### src/rtl/nsv_pkg.sv
`timescale 1ns / 1ps

package nsv_pkg;

	localparam logic [7:0] MAX_LENGTH_RESET = 8'd82;
	localparam logic [7:0] MIN_LINE_BYTES   = 8'd6;
	localparam logic [7:0] COUNT_SAT        = 8'hFF;

	localparam logic [7:0] CH_DOLLAR = 8'h24;
	localparam logic [7:0] CH_STAR   = 8'h2A;
	localparam logic [7:0] CH_X_LO   = 8'h78;
	localparam logic [7:0] CH_X_UP   = 8'h58;

	localparam logic [23:0] ID_RMC = 24'h524D43;
	localparam logic [23:0] ID_GGA = 24'h474741;
	localparam logic [23:0] ID_GLL = 24'h474C4C;
	localparam logic [23:0] ID_VTG = 24'h565447;

	typedef enum logic [2:0] {
		STATUS_OK,
		STATUS_UNKNOWN_TYPE,
		STATUS_TOO_LONG,
		STATUS_CSUM_MALFORMED,
		STATUS_CSUM_MISMATCH
	} status_t;

	typedef enum logic [2:0] {
		TYPE_UNKNOWN,
		TYPE_RMC,
		TYPE_GGA,
		TYPE_GLL,
		TYPE_VTG
	} sentence_t;

	typedef enum logic [1:0] {
		DIG_NONE,
		DIG_ONE,
		DIG_TWO,
		DIG_BAD
	} digits_t;

	typedef struct packed {
		logic [7:0] char_byte;
		logic       end_of_line;
	} word_t;

	typedef struct packed {
		status_t    status;
		sentence_t  sentence_type;
		logic [7:0] talker_first;
		logic [7:0] talker_second;
		logic [7:0] computed_checksum;
		logic       checksum_present;
	} verdict_t;

	// bit 4 set: not a hex digit
	function automatic logic [4:0] hex_digit(input logic [7:0] c);
		logic [4:0] d;
		d = 5'h10;
		if (c >= 8'h30 && c <= 8'h39) begin
			d = {1'b0, c[3:0]};
		end else if ((c >= 8'h61 && c <= 8'h66) || (c >= 8'h41 && c <= 8'h46)) begin
			d = {1'b0, c[3:0] + 4'd9};
		end
		return d;
	endfunction

	function automatic sentence_t type_of(input logic [23:0] id);
		sentence_t t;
		unique case (id)
			ID_RMC:  t = TYPE_RMC;
			ID_GGA:  t = TYPE_GGA;
			ID_GLL:  t = TYPE_GLL;
			ID_VTG:  t = TYPE_VTG;
			default: t = TYPE_UNKNOWN;
		endcase
		return t;
	endfunction

endpackage

### src/rtl/nsv_channels.sv
`timescale 1ns / 1ps

interface nsv_word_if;
	logic       valid;
	logic       ready;
	logic [7:0] char_byte;
	logic       end_of_line;

	modport source (output valid, output char_byte, output end_of_line, input ready);
	modport sink   (input valid, input char_byte, input end_of_line, output ready);
endinterface

interface nsv_verdict_if;
	logic       valid;
	logic       ready;
	logic [2:0] status;
	logic [2:0] sentence_type;
	logic [7:0] talker_first;
	logic [7:0] talker_second;
	logic [7:0] computed_checksum;
	logic       checksum_present;

	modport source (output valid, output status, output sentence_type, output talker_first,
		output talker_second, output computed_checksum, output checksum_present, input ready);
	modport sink   (input valid, input status, input sentence_type, input talker_first,
		input talker_second, input computed_checksum, input checksum_present, output ready);
endinterface

interface nsv_cfg_if;
	logic       valid;
	logic       ready;
	logic [7:0] max_length;

	modport source (output valid, output max_length, input ready);
	modport sink   (input valid, input max_length, output ready);
endinterface

### src/rtl/nmea_sentence_validator.sv
`timescale 1ns / 1ps

// channel       dir  payload
// nmea_in       in   char_byte, end_of_line
// verdict_out   out  status, sentence_type, talker_first, talker_second,
//                    computed_checksum, checksum_present
// cfg           in   max_length
//
// One word per cycle unless a waiting verdict stalls; the last word passes stage 1, then its verdict is registered.
// Stage 1 registers the word; the line-state update and verdict logic sit between
// stage 1 and the verdict register.
// Reset clears the line state and sets max_length to 82.
// A waiting verdict stalls only a last word in stage 1; other words keep flowing.
module nmea_sentence_validator import nsv_pkg::*; (
	input  logic            clk,
	input  logic            arst_n,
	nsv_word_if.sink        nmea_in,
	nsv_verdict_if.source   verdict_out,
	nsv_cfg_if.sink         cfg
);

	logic [7:0] max_len_q;
	logic       valid_s1;
	word_t      word_s1;
	logic       out_valid_q;
	verdict_t   verdict_q;
	verdict_t   verdict;
	logic       out_free, advance, take, load;

	assign cfg.ready = 1'b1;

	always_ff @(posedge clk or negedge arst_n) begin
		if (!arst_n) begin
			max_len_q <= MAX_LENGTH_RESET;
		end else if (cfg.valid) begin
			max_len_q <= cfg.max_length;
		end
	end

	assign out_free      = !out_valid_q || verdict_out.ready;
	assign advance       = valid_s1 && (!word_s1.end_of_line || out_free);
	assign nmea_in.ready = !valid_s1 || advance;
	assign take          = nmea_in.valid && nmea_in.ready;
	assign load          = advance && word_s1.end_of_line;

	always_ff @(posedge clk or negedge arst_n) begin
		if (!arst_n) begin
			valid_s1 <= 1'b0;
		end else if (take) begin
			valid_s1 <= 1'b1;
		end else if (advance) begin
			valid_s1 <= 1'b0;
		end
	end

	always_ff @(posedge clk) begin
		if (take) begin
			word_s1 <= '{char_byte: nmea_in.char_byte, end_of_line: nmea_in.end_of_line};
		end
	end

	nsv_line_check u_line_check (
		.clk        (clk),
		.arst_n     (arst_n),
		.step       (advance),
		.word       (word_s1),
		.max_length (max_len_q),
		.verdict    (verdict)
	);

	always_ff @(posedge clk or negedge arst_n) begin
		if (!arst_n) begin
			out_valid_q <= 1'b0;
		end else if (load) begin
			out_valid_q <= 1'b1;
		end else if (verdict_out.ready) begin
			out_valid_q <= 1'b0;
		end
	end

	always_ff @(posedge clk) begin
		if (load) verdict_q <= verdict;
	end

	assign verdict_out.valid             = out_valid_q;
	assign verdict_out.status            = verdict_q.status;
	assign verdict_out.sentence_type     = verdict_q.sentence_type;
	assign verdict_out.talker_first      = verdict_q.talker_first;
	assign verdict_out.talker_second     = verdict_q.talker_second;
	assign verdict_out.computed_checksum = verdict_q.computed_checksum;
	assign verdict_out.checksum_present  = verdict_q.checksum_present;

	a_verdict_from_last_word: assert property (@(posedge clk) disable iff (!arst_n)
		$rose(out_valid_q) |-> $past(valid_s1 && word_s1.end_of_line))
		else $error("verdict without a last word");

	a_ok_has_type: assert property (@(posedge clk) disable iff (!arst_n)
		out_valid_q && verdict_q.status == STATUS_OK |-> verdict_q.sentence_type != TYPE_UNKNOWN)
		else $error("ok verdict for unknown sentence type");

	a_unknown_no_talker: assert property (@(posedge clk) disable iff (!arst_n)
		out_valid_q && verdict_q.sentence_type == TYPE_UNKNOWN
		|-> verdict_q.talker_first == 8'd0 && verdict_q.talker_second == 8'd0)
		else $error("talker reported for unknown sentence type");

	a_csum_status_needs_star: assert property (@(posedge clk) disable iff (!arst_n)
		out_valid_q && !verdict_q.checksum_present
		|-> verdict_q.status != STATUS_CSUM_MALFORMED && verdict_q.status != STATUS_CSUM_MISMATCH)
		else $error("checksum error without a star");

endmodule

### src/rtl/nsv_line_check.sv
`timescale 1ns / 1ps

module nsv_line_check import nsv_pkg::*; (
	input  logic       clk,
	input  logic       arst_n,
	input  logic       step,
	input  word_t      word,
	input  logic [7:0] max_length,
	output verdict_t   verdict
);

	logic [7:0]  count_q, count_n;
	logic [7:0]  xor_q, xor_n;
	logic        dollar_q, dollar_n;
	logic        star_q, star_n;
	logic [1:0]  after_q, after_n;
	logic [7:0]  sent_q, sent_n;
	digits_t     digits_q, digits_n;
	logic [23:0] id_q, id_n;
	logic [15:0] talker_q, talker_n;

	logic [7:0]  c;
	logic [4:0]  hex;
	sentence_t   stype;
	logic        csum_bad;

	assign c   = word.char_byte;
	assign hex = hex_digit(c);

	always_comb begin
		dollar_n = dollar_q;
		talker_n = talker_q;
		id_n     = id_q;
		star_n   = star_q;
		xor_n    = xor_q;
		after_n  = after_q;
		sent_n   = sent_q;
		digits_n = digits_q;

		if (count_q == 8'd0) begin
			dollar_n = (c == CH_DOLLAR);
		end else if (count_q <= 8'd2) begin
			talker_n = {talker_q[7:0], c};
		end else if (count_q <= 8'd5) begin
			id_n = {id_q[15:0], c};
		end

		if (star_q) begin
			if (after_q == 2'd0) begin
				if (!hex[4]) begin
					sent_n   = {4'd0, hex[3:0]};
					digits_n = DIG_ONE;
				end else begin
					digits_n = DIG_BAD;
				end
			end else if (after_q == 2'd1 && digits_q == DIG_ONE) begin
				if (!hex[4]) begin
					sent_n   = {sent_q[3:0], hex[3:0]};
					digits_n = DIG_TWO;
				end else if ((c == CH_X_LO || c == CH_X_UP) && sent_q == 8'd0) begin
					// "0x" prefix
					digits_n = DIG_BAD;
				end
			end
			if (after_q != 2'd3) after_n = after_q + 2'd1;
		end else if (c == CH_STAR) begin
			star_n = 1'b1;
		end else if (count_q != 8'd0) begin
			xor_n = xor_q ^ c;
		end

		count_n = (count_q == COUNT_SAT) ? count_q : count_q + 8'd1;
	end

	always_comb begin
		stype    = (dollar_n && count_n >= MIN_LINE_BYTES) ? type_of(id_n) : TYPE_UNKNOWN;
		csum_bad = star_n && (after_n < 2'd2 || digits_n == DIG_NONE || digits_n == DIG_BAD);

		if (stype == TYPE_UNKNOWN)          verdict.status = STATUS_UNKNOWN_TYPE;
		else if (count_n > max_length)      verdict.status = STATUS_TOO_LONG;
		else if (csum_bad)                  verdict.status = STATUS_CSUM_MALFORMED;
		else if (star_n && sent_n != xor_n) verdict.status = STATUS_CSUM_MISMATCH;
		else                                verdict.status = STATUS_OK;

		verdict.sentence_type     = stype;
		verdict.talker_first      = (stype == TYPE_UNKNOWN) ? 8'd0 : talker_n[15:8];
		verdict.talker_second     = (stype == TYPE_UNKNOWN) ? 8'd0 : talker_n[7:0];
		verdict.computed_checksum = xor_n;
		verdict.checksum_present  = star_n;
	end

	// clear everything after the last word of a line
	always_ff @(posedge clk or negedge arst_n) begin
		if (!arst_n) begin
			count_q  <= '0;
			xor_q    <= '0;
			dollar_q <= 1'b0;
			star_q   <= 1'b0;
			after_q  <= '0;
			sent_q   <= '0;
			digits_q <= DIG_NONE;
			id_q     <= '0;
			talker_q <= '0;
		end else if (step) begin
			if (word.end_of_line) begin
				count_q  <= '0;
				xor_q    <= '0;
				dollar_q <= 1'b0;
				star_q   <= 1'b0;
				after_q  <= '0;
				sent_q   <= '0;
				digits_q <= DIG_NONE;
				id_q     <= '0;
				talker_q <= '0;
			end else begin
				count_q  <= count_n;
				xor_q    <= xor_n;
				dollar_q <= dollar_n;
				star_q   <= star_n;
				after_q  <= after_n;
				sent_q   <= sent_n;
				digits_q <= digits_n;
				id_q     <= id_n;
				talker_q <= talker_n;
			end
		end
	end

	a_clear_after_line: assert property (@(posedge clk) disable iff (!arst_n)
		step && word.end_of_line |=> count_q == 8'd0 && !star_q && xor_q == 8'd0)
		else $error("line state not cleared after last word");

	a_digits_need_star: assert property (@(posedge clk) disable iff (!arst_n)
		!star_q |-> after_q == 2'd0 && digits_q == DIG_NONE)
		else $error("checksum digits collected before a star");

endmodule
### src/flat_wrapper.sv
// flat-port wrapper written by rule: the top's interface ports become plain ports
module nmea_sentence_validator_flat import nsv_pkg::*;
  (clk, arst_n, nmea_in_valid, nmea_in_char_byte, nmea_in_end_of_line, nmea_in_ready, verdict_out_valid, verdict_out_status, verdict_out_sentence_type, verdict_out_talker_first, verdict_out_talker_second, verdict_out_computed_checksum, verdict_out_checksum_present, verdict_out_ready, cfg_valid, cfg_max_length, cfg_ready);
  nsv_word_if nmea_in_i ();
  nsv_verdict_if verdict_out_i ();
  nsv_cfg_if cfg_i ();
  input  logic clk;
  input  logic arst_n;
  input wire logic [$bits(nmea_in_i.valid)-1:0] nmea_in_valid;
  input wire logic [$bits(nmea_in_i.char_byte)-1:0] nmea_in_char_byte;
  input wire logic [$bits(nmea_in_i.end_of_line)-1:0] nmea_in_end_of_line;
  output wire logic [$bits(nmea_in_i.ready)-1:0] nmea_in_ready;
  output wire logic [$bits(verdict_out_i.valid)-1:0] verdict_out_valid;
  output wire logic [$bits(verdict_out_i.status)-1:0] verdict_out_status;
  output wire logic [$bits(verdict_out_i.sentence_type)-1:0] verdict_out_sentence_type;
  output wire logic [$bits(verdict_out_i.talker_first)-1:0] verdict_out_talker_first;
  output wire logic [$bits(verdict_out_i.talker_second)-1:0] verdict_out_talker_second;
  output wire logic [$bits(verdict_out_i.computed_checksum)-1:0] verdict_out_computed_checksum;
  output wire logic [$bits(verdict_out_i.checksum_present)-1:0] verdict_out_checksum_present;
  input wire logic [$bits(verdict_out_i.ready)-1:0] verdict_out_ready;
  input wire logic [$bits(cfg_i.valid)-1:0] cfg_valid;
  input wire logic [$bits(cfg_i.max_length)-1:0] cfg_max_length;
  output wire logic [$bits(cfg_i.ready)-1:0] cfg_ready;
  assign nmea_in_i.valid = nmea_in_valid;
  assign nmea_in_i.char_byte = nmea_in_char_byte;
  assign nmea_in_i.end_of_line = nmea_in_end_of_line;
  assign nmea_in_ready = nmea_in_i.ready;
  assign verdict_out_valid = verdict_out_i.valid;
  assign verdict_out_status = verdict_out_i.status;
  assign verdict_out_sentence_type = verdict_out_i.sentence_type;
  assign verdict_out_talker_first = verdict_out_i.talker_first;
  assign verdict_out_talker_second = verdict_out_i.talker_second;
  assign verdict_out_computed_checksum = verdict_out_i.computed_checksum;
  assign verdict_out_checksum_present = verdict_out_i.checksum_present;
  assign verdict_out_i.ready = verdict_out_ready;
  assign cfg_i.valid = cfg_valid;
  assign cfg_i.max_length = cfg_max_length;
  assign cfg_ready = cfg_i.ready;
  nmea_sentence_validator u_core (.clk(clk), .arst_n(arst_n), .nmea_in(nmea_in_i), .verdict_out(verdict_out_i), .cfg(cfg_i));
endmodule
### config.mk
export PLATFORM = sky130hd
export DESIGN_NAME = nmea_sentence_validator_flat
export DESIGN_NICKNAME = d
export VERILOG_FILES = /design/src/rtl/nsv_pkg.sv /design/src/rtl/nsv_channels.sv /design/src/rtl/nmea_sentence_validator.sv /design/src/rtl/nsv_line_check.sv /design/src/flat_wrapper.sv
export SDC_FILE = /design/constraint.sdc
export NUM_CORES = 1
export LEC_CHECK = 0
export ABC_AREA = 1
export BUFFER_PORTS_ARGS = -buffer_cell sky130_fd_sc_hd__buf_2
export CAP_MARGIN = 30
export CORE_ASPECT_RATIO = 0.6
export CORE_MARGIN = 2
export CORE_UTILIZATION = 45
export CTS_CLUSTER_DIAMETER = 30
export DETAILED_ROUTE_END_ITERATION = 16
export GPL_TIMING_DRIVEN = 1
export PLACE_DENSITY_LB_ADDON = 0.15
export SYNTH_ARGS = -nofsm -noshare
export SYNTH_HDL_FRONTEND = slang
export SYNTH_SLANG_ARGS = --single-unit
### constraint.sdc
create_clock -name clk -period 6.32 [get_ports clk]
set_clock_uncertainty 0.15 [all_clocks]
set_input_delay 0.632 -clock clk [delete_from_list [all_inputs] [get_ports clk]]
set_output_delay 0.632 -clock clk [all_outputs]
set_load 0.1 [all_outputs]
After elaboration in Yosys (flattened, before gate mapping)
Index checks and enable logic that the tools add are counted.
{ "classes": {"add_sub_neg": 3, "n_lt_le_gt_ge": 11, "n_eq_ne": 14, "muxes": 45, "n_bitwise": 1, "reduce_logical": 30} }
{ "op_table": {"columns": ["op", "count"], "rows": [
  ["$eq A24 B23 Y1 const B", 4],
  ["$mux W24", 4],
  ["$mux W8", 12],
  ["$mux W16", 3],
  ["$mux W2", 12],
  ["$eq A8 B6 Y1 const B", 2],
  ["$eq A8 B7 Y1 const B", 2],
  ["$ge A8 B7 Y1 const B", 2],
  ["$le A8 B7 Y1 const B", 2],
  ["$logic_not A8 Y1", 2],
  ["$pmux W3 S4", 1],
  ["$logic_and A1 B1 Y1", 11],
  ["$mux W5", 2],
  ["$mux W1", 9],
  ["$add A8 B1 Y8 const B", 1],
  ["$eq A8 B8 Y1 const B", 1],
  ["$ge A8 B3 Y1 const B", 1],
  ["$ge A8 B6 Y1 const B", 1],
  ["$gt A8 B8 Y1", 1],
  ["$le A8 B2 Y1 const B", 1],
  ["$le A8 B3 Y1 const B", 1],
  ["$le A8 B6 Y1 const B", 1],
  ["$ne A8 B8 Y1", 1],
  ["$reduce_bool A8 Y1", 1],
  ["14 further kinds", 26]
]} }
{ "word_totals": {"ff_bits": 120, "inputBits": 22, "output_inout_bits": 34, "wordCells": 125} }

Depth between registers and ports, before layout
{ "depth": {"word_depth": 15, "mapped_depth": 21, "mapped_depth_nobuf": 19} }

Hierarchy
From an unflattened synthesis, not the netlist that was laid out.
{ "unflattened": {"cells_unflattened": 820, "hier_area_um2": 6740.2} }
{ "by_module_without_submodules": {"columns": ["mod", "n_inst", "cells_each", "area_each_um2", "seq_area_each_um2"], "rows": [
  ["nsv_line_check", 1, 730, 5108.6, 1751.7],
  ["nmea_sentence_validator", 1, 90, 1631.6, 1455.1]
]} }

Worst setup path after synthesis
No wires, ideal clock.
{ "synth_path": {"path_type": "reg-to-reg", "from": "register u_core.out_valid_q (netlist: u_core.verdict_out.valid)", "to": "register u_core.word_s1[0] in the netlist's numbering (enable)", "setup_ns": 0.285, "arrival_ns": 2.583, "required_ns": 5.885, "path_slack_ns": 3.301, "stages_incl_launch_ff": 4, "path_buffers": 0, "synth_period_minus_slack_ns": 3.019, "path_cell_list": "dfrtp_1 -> nand4_1 -> nand2_1 -> inv_1"} }
{ "synth_via": {"elab_chain_len": 6} }
{ "synth_lines": {"columns": ["element", "line_no", "text"], "rows": [
  ["from (decl)", "nmea_sentence_validator.sv:25", "logic out_valid_q;"],
  ["from (signal assigned)", "nmea_sentence_validator.sv:73", "out_valid_q <= 1'b0;"],
  ["from (signal assigned)", "nmea_sentence_validator.sv:75", "out_valid_q <= 1'b1;"],
  ["from (signal assigned)", "nmea_sentence_validator.sv:77", "out_valid_q <= 1'b0;"],
  ["$logic_not A1 Y1", "nmea_sentence_validator.sv:40", "assign out_free = !out_valid_q || verdict_out.ready;"],
  ["$logic_or A1 B1 Y1", "nmea_sentence_validator.sv:40", null],
  ["$logic_or A1 B1 Y1", "nmea_sentence_validator.sv:41", "assign advance = valid_s1 && (!word_s1.end_of_line || out_free);"],
  ["$logic_and A1 B1 Y1", "nmea_sentence_validator.sv:41", null],
  ["$logic_or A1 B1 Y1", "nmea_sentence_validator.sv:42", "assign nmea_in.ready = !valid_s1 || advance;"],
  ["net nmea_in_ready", "flat_wrapper.sv:12", "output wire logic [$bits(nmea_in_i.ready)-1:0] nmea_in_ready;"],
  ["$logic_and A1 B1 Y1", "nmea_sentence_validator.sv:43", "assign take = nmea_in.valid && nmea_in.ready;"],
  ["net u_core.take", "nmea_sentence_validator.sv:28", "logic out_free, advance, take, load;"],
  ["to (signal assigned)", "nmea_sentence_validator.sv:58", "word_s1 <= '{char_byte: nmea_in.char_byte, end_of_line: nmea_in.end_of_line};"],
  ["to (decl)", "nmea_sentence_validator.sv:24", "word_t word_s1;"]
]} }
The timed path passes the listed nets, and every way through them passes these cells.
A chain may end at the register's enable or synchronous reset.

Worst setup path after layout
{ "layout_path": {"from": "register u_core.u_line_check.count_q[0]", "to": "register u_core.verdict_q (netlist bit u_core.verdict_out.status[0]), data pin"} }
{ "layout_via": {"elab_chain_len": 8, "elab_cells_between_ends": 21, "classes_between": "add/sub: 1; order compare: 4; eq/ne: 5; mux: 8; reduce/logical: 3"} }
{ "layout_lines": {"columns": ["element", "line_no", "text"], "rows": [
  ["from (decl)", "nsv_line_check.sv:12", "logic [7:0] count_q, count_n;"],
  ["from (signal assigned)", "nsv_line_check.sv:116", "count_q <= count_n;"],
  ["$le A8 B3 Y1", "nsv_line_check.sv:44", "end else if (count_q <= 8'd5) begin"],
  ["$mux W24", "nsv_line_check.sv:44", null],
  ["$mux W24", "nsv_line_check.sv:42", "end else if (count_q <= 8'd2) begin"],
  ["$mux W24", "nsv_line_check.sv:40", "if (count_q == 8'd0) begin"],
  ["$eq A24 B23 Y1", "nsv_pkg.sv:70", "unique case (id)"],
  ["$pmux W3 S4", "nsv_pkg.sv:70", null],
  ["$mux W3", "nsv_line_check.sv:76", "stype = (dollar_n && count_n >= MIN_LINE_BYTES) ? type_of(id_n) : TYPE_UNKNOWN;"],
  ["$logic_not A3 Y1", "nsv_line_check.sv:79", "if (stype == TYPE_UNKNOWN) verdict.status = STATUS_UNKNOWN_TYPE;"],
  ["to (signal assigned)", "nmea_sentence_validator.sv:82", "if (load) verdict_q <= verdict;"],
  ["to (decl)", "nmea_sentence_validator.sv:26", "verdict_t verdict_q;"]
]} }
Several ways; a longest one is shown, not always the timed one.

==> key figures <==
Floorplanning
  • Boundary Pins: 56
  • Number of placement rows: 34
  • Area enclosed by the die boundary: 0.01559 mm2
  • Width of the chip: 159.8 um
  • Placeable core area: 0.01438 mm2
  • Vertical die dimension: 97.51 um
  • Effective utilization at floorplan: 45.61%

Clock network
  • CTS Root Cell: sky130_fd_sc_hd__clkbuf_16
  • Clock Tree Buf Depth: 2
  • CTS clk-pin slew, worst paths: 0.06 ns
  • CTS tree: built
  • Clk sinks: 120
  • Number of buffers inserted during clock tree synthesis: 17
  • H-tree depth reported by CTS: 4
  • Clock network latency to the later pin of the worst-skew pair: 0.42 ns
  • Post-CTS Repair Setup Buffers: 0

Power and ir drop
  • Power Total: 3.077 mW
  • Net switching share of the total power: 38.33%
  • Relative contribution of sequential cells to total power: 33.2%
  • Highest ir drop seen on vdd: 188.9 uV
  • Leak Pwr: 3.953 nW
  • Internal power: 1.897 mW
  • Combinational Power Share: 32.5%
  • Switching power of the nets: 1.179 mW
  • Power share of the clock group: 34.3%
  • Pwr per Cell Area: 403.1 mW/mm2

Route
  • Initial drt markers: 488
  • Top layer used by detailed routing: met4
  • Vias per cell: 5.277
  • Overall via count from detail_route: 5752
  • Average wire per cell in the routed design: 15.43 um
  • Number of detailed-routing iterations run before antenna repair: 5
  • Sum of met3 wire segment lengths after detailed routing: 1187 um
  • DRC violation count after routing: 0
  • Met1 wire length: 8436 um
  • Number of routed nets with antenna violations: 0
  • WL met2: 6956 um
  • Routed WL: 16820 um

Synthesis
  • Syn. warnings: 0
  • Ranking of synthesized cells by instance count: sky130_fd_sc_hd__nand2_1, sky130_fd_sc_hd__inv_1, sky130_fd_sc_hd__dfrtp_1
  • Portion of synthesized cell area occupied by the leading cell type: 29.38%
  • Sequential fraction of the synthesis area: 48.90%
  • Mean cell area of the mapped netlist: 7.901 um2
  • Dominant cells by area after synthesis: sky130_fd_sc_hd__dfrtp_1, sky130_fd_sc_hd__edfxtp_1, sky130_fd_sc_hd__nand2_1
  • Synthesized area: 0.006558 mm2
  • Number of enable-type register cells in the synthesized netlist: 40
  • Synthesized Nets: 870
  • Post-synthesis cell type count: 34
  • Most common cell in the synthesized netlist: sky130_fd_sc_hd__nand2_1
  • Share of flip-flops with an asynchronous set or reset: 66.67%
  • Register bit total from synthesis: 120
  • Synthesized instance count: 830
  • Predominant post-synthesis flop cell: sky130_fd_sc_hd__dfrtp_1
  • Synth area leader: sky130_fd_sc_hd__dfrtp_1

STA
  • Minimum hold slack: 0.2365 ns
  • Post-route clock period utilization: 57.95%
  • Max Clk Rate: 273.0 MHz
  • Setup ws final: 2.658 ns
  • Setup Total Neg Slack: 0 ns
  • Final worst path period need: 3.662 ns
  • Worst relative slew slack: 29.08%
  • Transition time at the pin with the least slew margin: 1.063 ns
  • Setup repair after global routing missed its margin: false
  • Hold Vio Cnt, Final: 0
  • Pins over their slew limit: 0
  • Count of final setup violators: 0

Critical path
  • Launching element type of the critical path: register
  • Crit. End Element: register
  • Master of the slowest instance on the critical path: sky130_fd_sc_hd__nor2_2
  • CP Data Required Time: 6.33 ns
  • Critical path's most frequent cell: sky130_fd_sc_hd__nand2_1
  • CP max stage delay: 0.79 ns
  • Kind of critical path: reg2reg
  • List of cells traversed by the critical path: inv_1 -> ha_1 -> inv_1 -> nand2_1 -> nand2_1 -> nor2_1 -> nor2_2 -> nand3_1 -> nand2_1 -> and2_1 -> nand2_1 -> nor2_1 -> nand3_1 -> nand2_1 -> nand2_1 -> nand3_4 -> nand2_1
  • Data arrival, critical path: 3.68 ns
  • Worst Path Max Fanout: 26

Layout
  • Ratio of cells with drive above 1 in the final layout: 12.00%
  • Post-synthesis to final-layout area growth: 16.39%
  • Inserted Diodes: 0
  • # nets final: 919
  • Non-filler cells in the finished layout: 1090

Place
  • Count of input and output buffers: 54
  • Final RePlAce weighted congestion: 0.9227
  • Hpwl dp: 11350 um
  • Placed cell count: 1057
  • Worst Setup Slack post-DPL: 2.773 ns

Worst hold path
  • Class of the most critical hold timing path: in2reg

Flow run
  • # Max-Cap Violations: 0

Global route
  • Sum of overflow across all layers after global routing: 0
  • Via count of the first global-routing pass: 5527
  • Pin count of the biggest net entering global routing: 60
  • Wire length of the first global-routing pass: 27800 um
  • Initial antenna violation count: 0
  • GRT Resource Usage Total: 22.63%

Outcome
  • Outcome: finished, final reports clean
-- through the flow --
stage	util [%]	area [um2]
floorplan	-	6558
global placement	48.43	6963
detailed placement	48.56	6983
CTS	53.08	7632
global route	53.08	7632
finish	53.08	7632
-- per-layer routing --
metal / track usage, % / vias up
met1: 33.60 / 2718
met2: 32.90 / 218
li1: - / 2797
met4: 7.207 / 0
met3: 4.866 / 19
met5: 0 / -
-- logic make-up (layout without fill, tap and decap cells) --
family          Yosys count  count (layout)  synth area share, %
compound gates          121             121                10.61
xor+xnor                  8               8                1.069
fa+ha+maj                18              18                3.435
buf+inv                 176             238                10.57
flops                   120             120                48.90
mux                       1               1               0.1717
other cells               1               1              0.05719
simple gates            385             385                25.19
-- cell usage in the layout (no fill, tap or decap), types with 40 or more instances in the layout --
cell type	count
sky130_fd_sc_hd__nand2_1	233
sky130_fd_sc_hd__inv_1	144
sky130_fd_sc_hd__dfrtp_1	77
sky130_fd_sc_hd__nand3_1	68
sky130_fd_sc_hd__buf_2	53
sky130_fd_sc_hd__nor2_1	48
sky130_fd_sc_hd__o22ai_1	48
sky130_fd_sc_hd__o21ai_0	40
sky130_fd_sc_hd__edfxtp_1	40
-- sequential cells by signal, indices dropped and copies added, names as in the netlist, 2 cells and up --
name and cells:
u_core.max_len_q 8, u_core.u_line_check.after_q 2, u_core.u_line_check.count_q 8, u_core.u_line_check.digits_q 2
u_core.u_line_check.id_q 24, u_core.u_line_check.sent_q 8, u_core.u_line_check.talker_q 16, u_core.u_line_check.xor_q 8
u_core.verdict_out.computed_checksum 8, u_core.verdict_out.sentence_type 3, u_core.verdict_out.status 3, u_core.verdict_out.talker_first 8
u_core.verdict_out.talker_second 8, u_core.word_s1 9
-- worst max-delay path, delay by kind of cell (launching register included) --
family / cells / cell delay, ns
adders and majority gates: 1 / 0.22
and+or+nand+nor: 14 / 2.37
buffers and inverters: 2 / 0.19
DFF: 1 / 0.46
-- final cells by class --
type	count	area (um2)
clock inverter	15	214.0
sequential	120	3207
timing repair buffer	60	332.8
clock buffer	17	425.4
tap	198	247.7
fill	1379	6746
inverter	146	548.0
multi-input combinational	534	2658
-- worst paths after layout --
kind / endpoint / cells after the start / slack, ns / start
max in group asynchronous: u_core.u_line_check.count_q[3] / 3 / 4.43 / arst_n
worst max-delay path: u_core.verdict_out.status[0] / 17 / 2.66 / u_core.u_line_check.count_q[0]
min in group asynchronous: u_core.u_line_check.id_q[16] / 2 / 0.49 / arst_n
worst min-delay path: u_core.word_s1[2] / 1 / 0.24 / nmea_in_char_byte[1]
worst max register to register: u_core.verdict_out.status[0] / 17 / 2.66 / u_core.u_line_check.count_q[0]
worst min register to register: u_core.max_len_q[4] / 2 / 0.34 / u_core.max_len_q[4]
-- power by group through the flow --
stage / clock network, mW / registers, mW / logic [mW]
6_report: 1.06 / 1.02 / 1.00
5_1_grt: 1.11 / 1.04 / 1.13
4_1_cts: 1.07 / 1.02 / 0.989
3_5_place_dp: 0 / 1.03 / 0.980
3_3_place_gp: 0 / 1.03 / 0.952
2_1_floorplan: 0 / 1.12 / 0.675
-- repair_timing --
action / 4_1_cts / 5_1_grt
hold endpoints to repair: 21 / 0
gates resized for setup: 0 / 0
hold buffers: 1 / 0
Note: power is estimated with default switching activity, not from simulation.
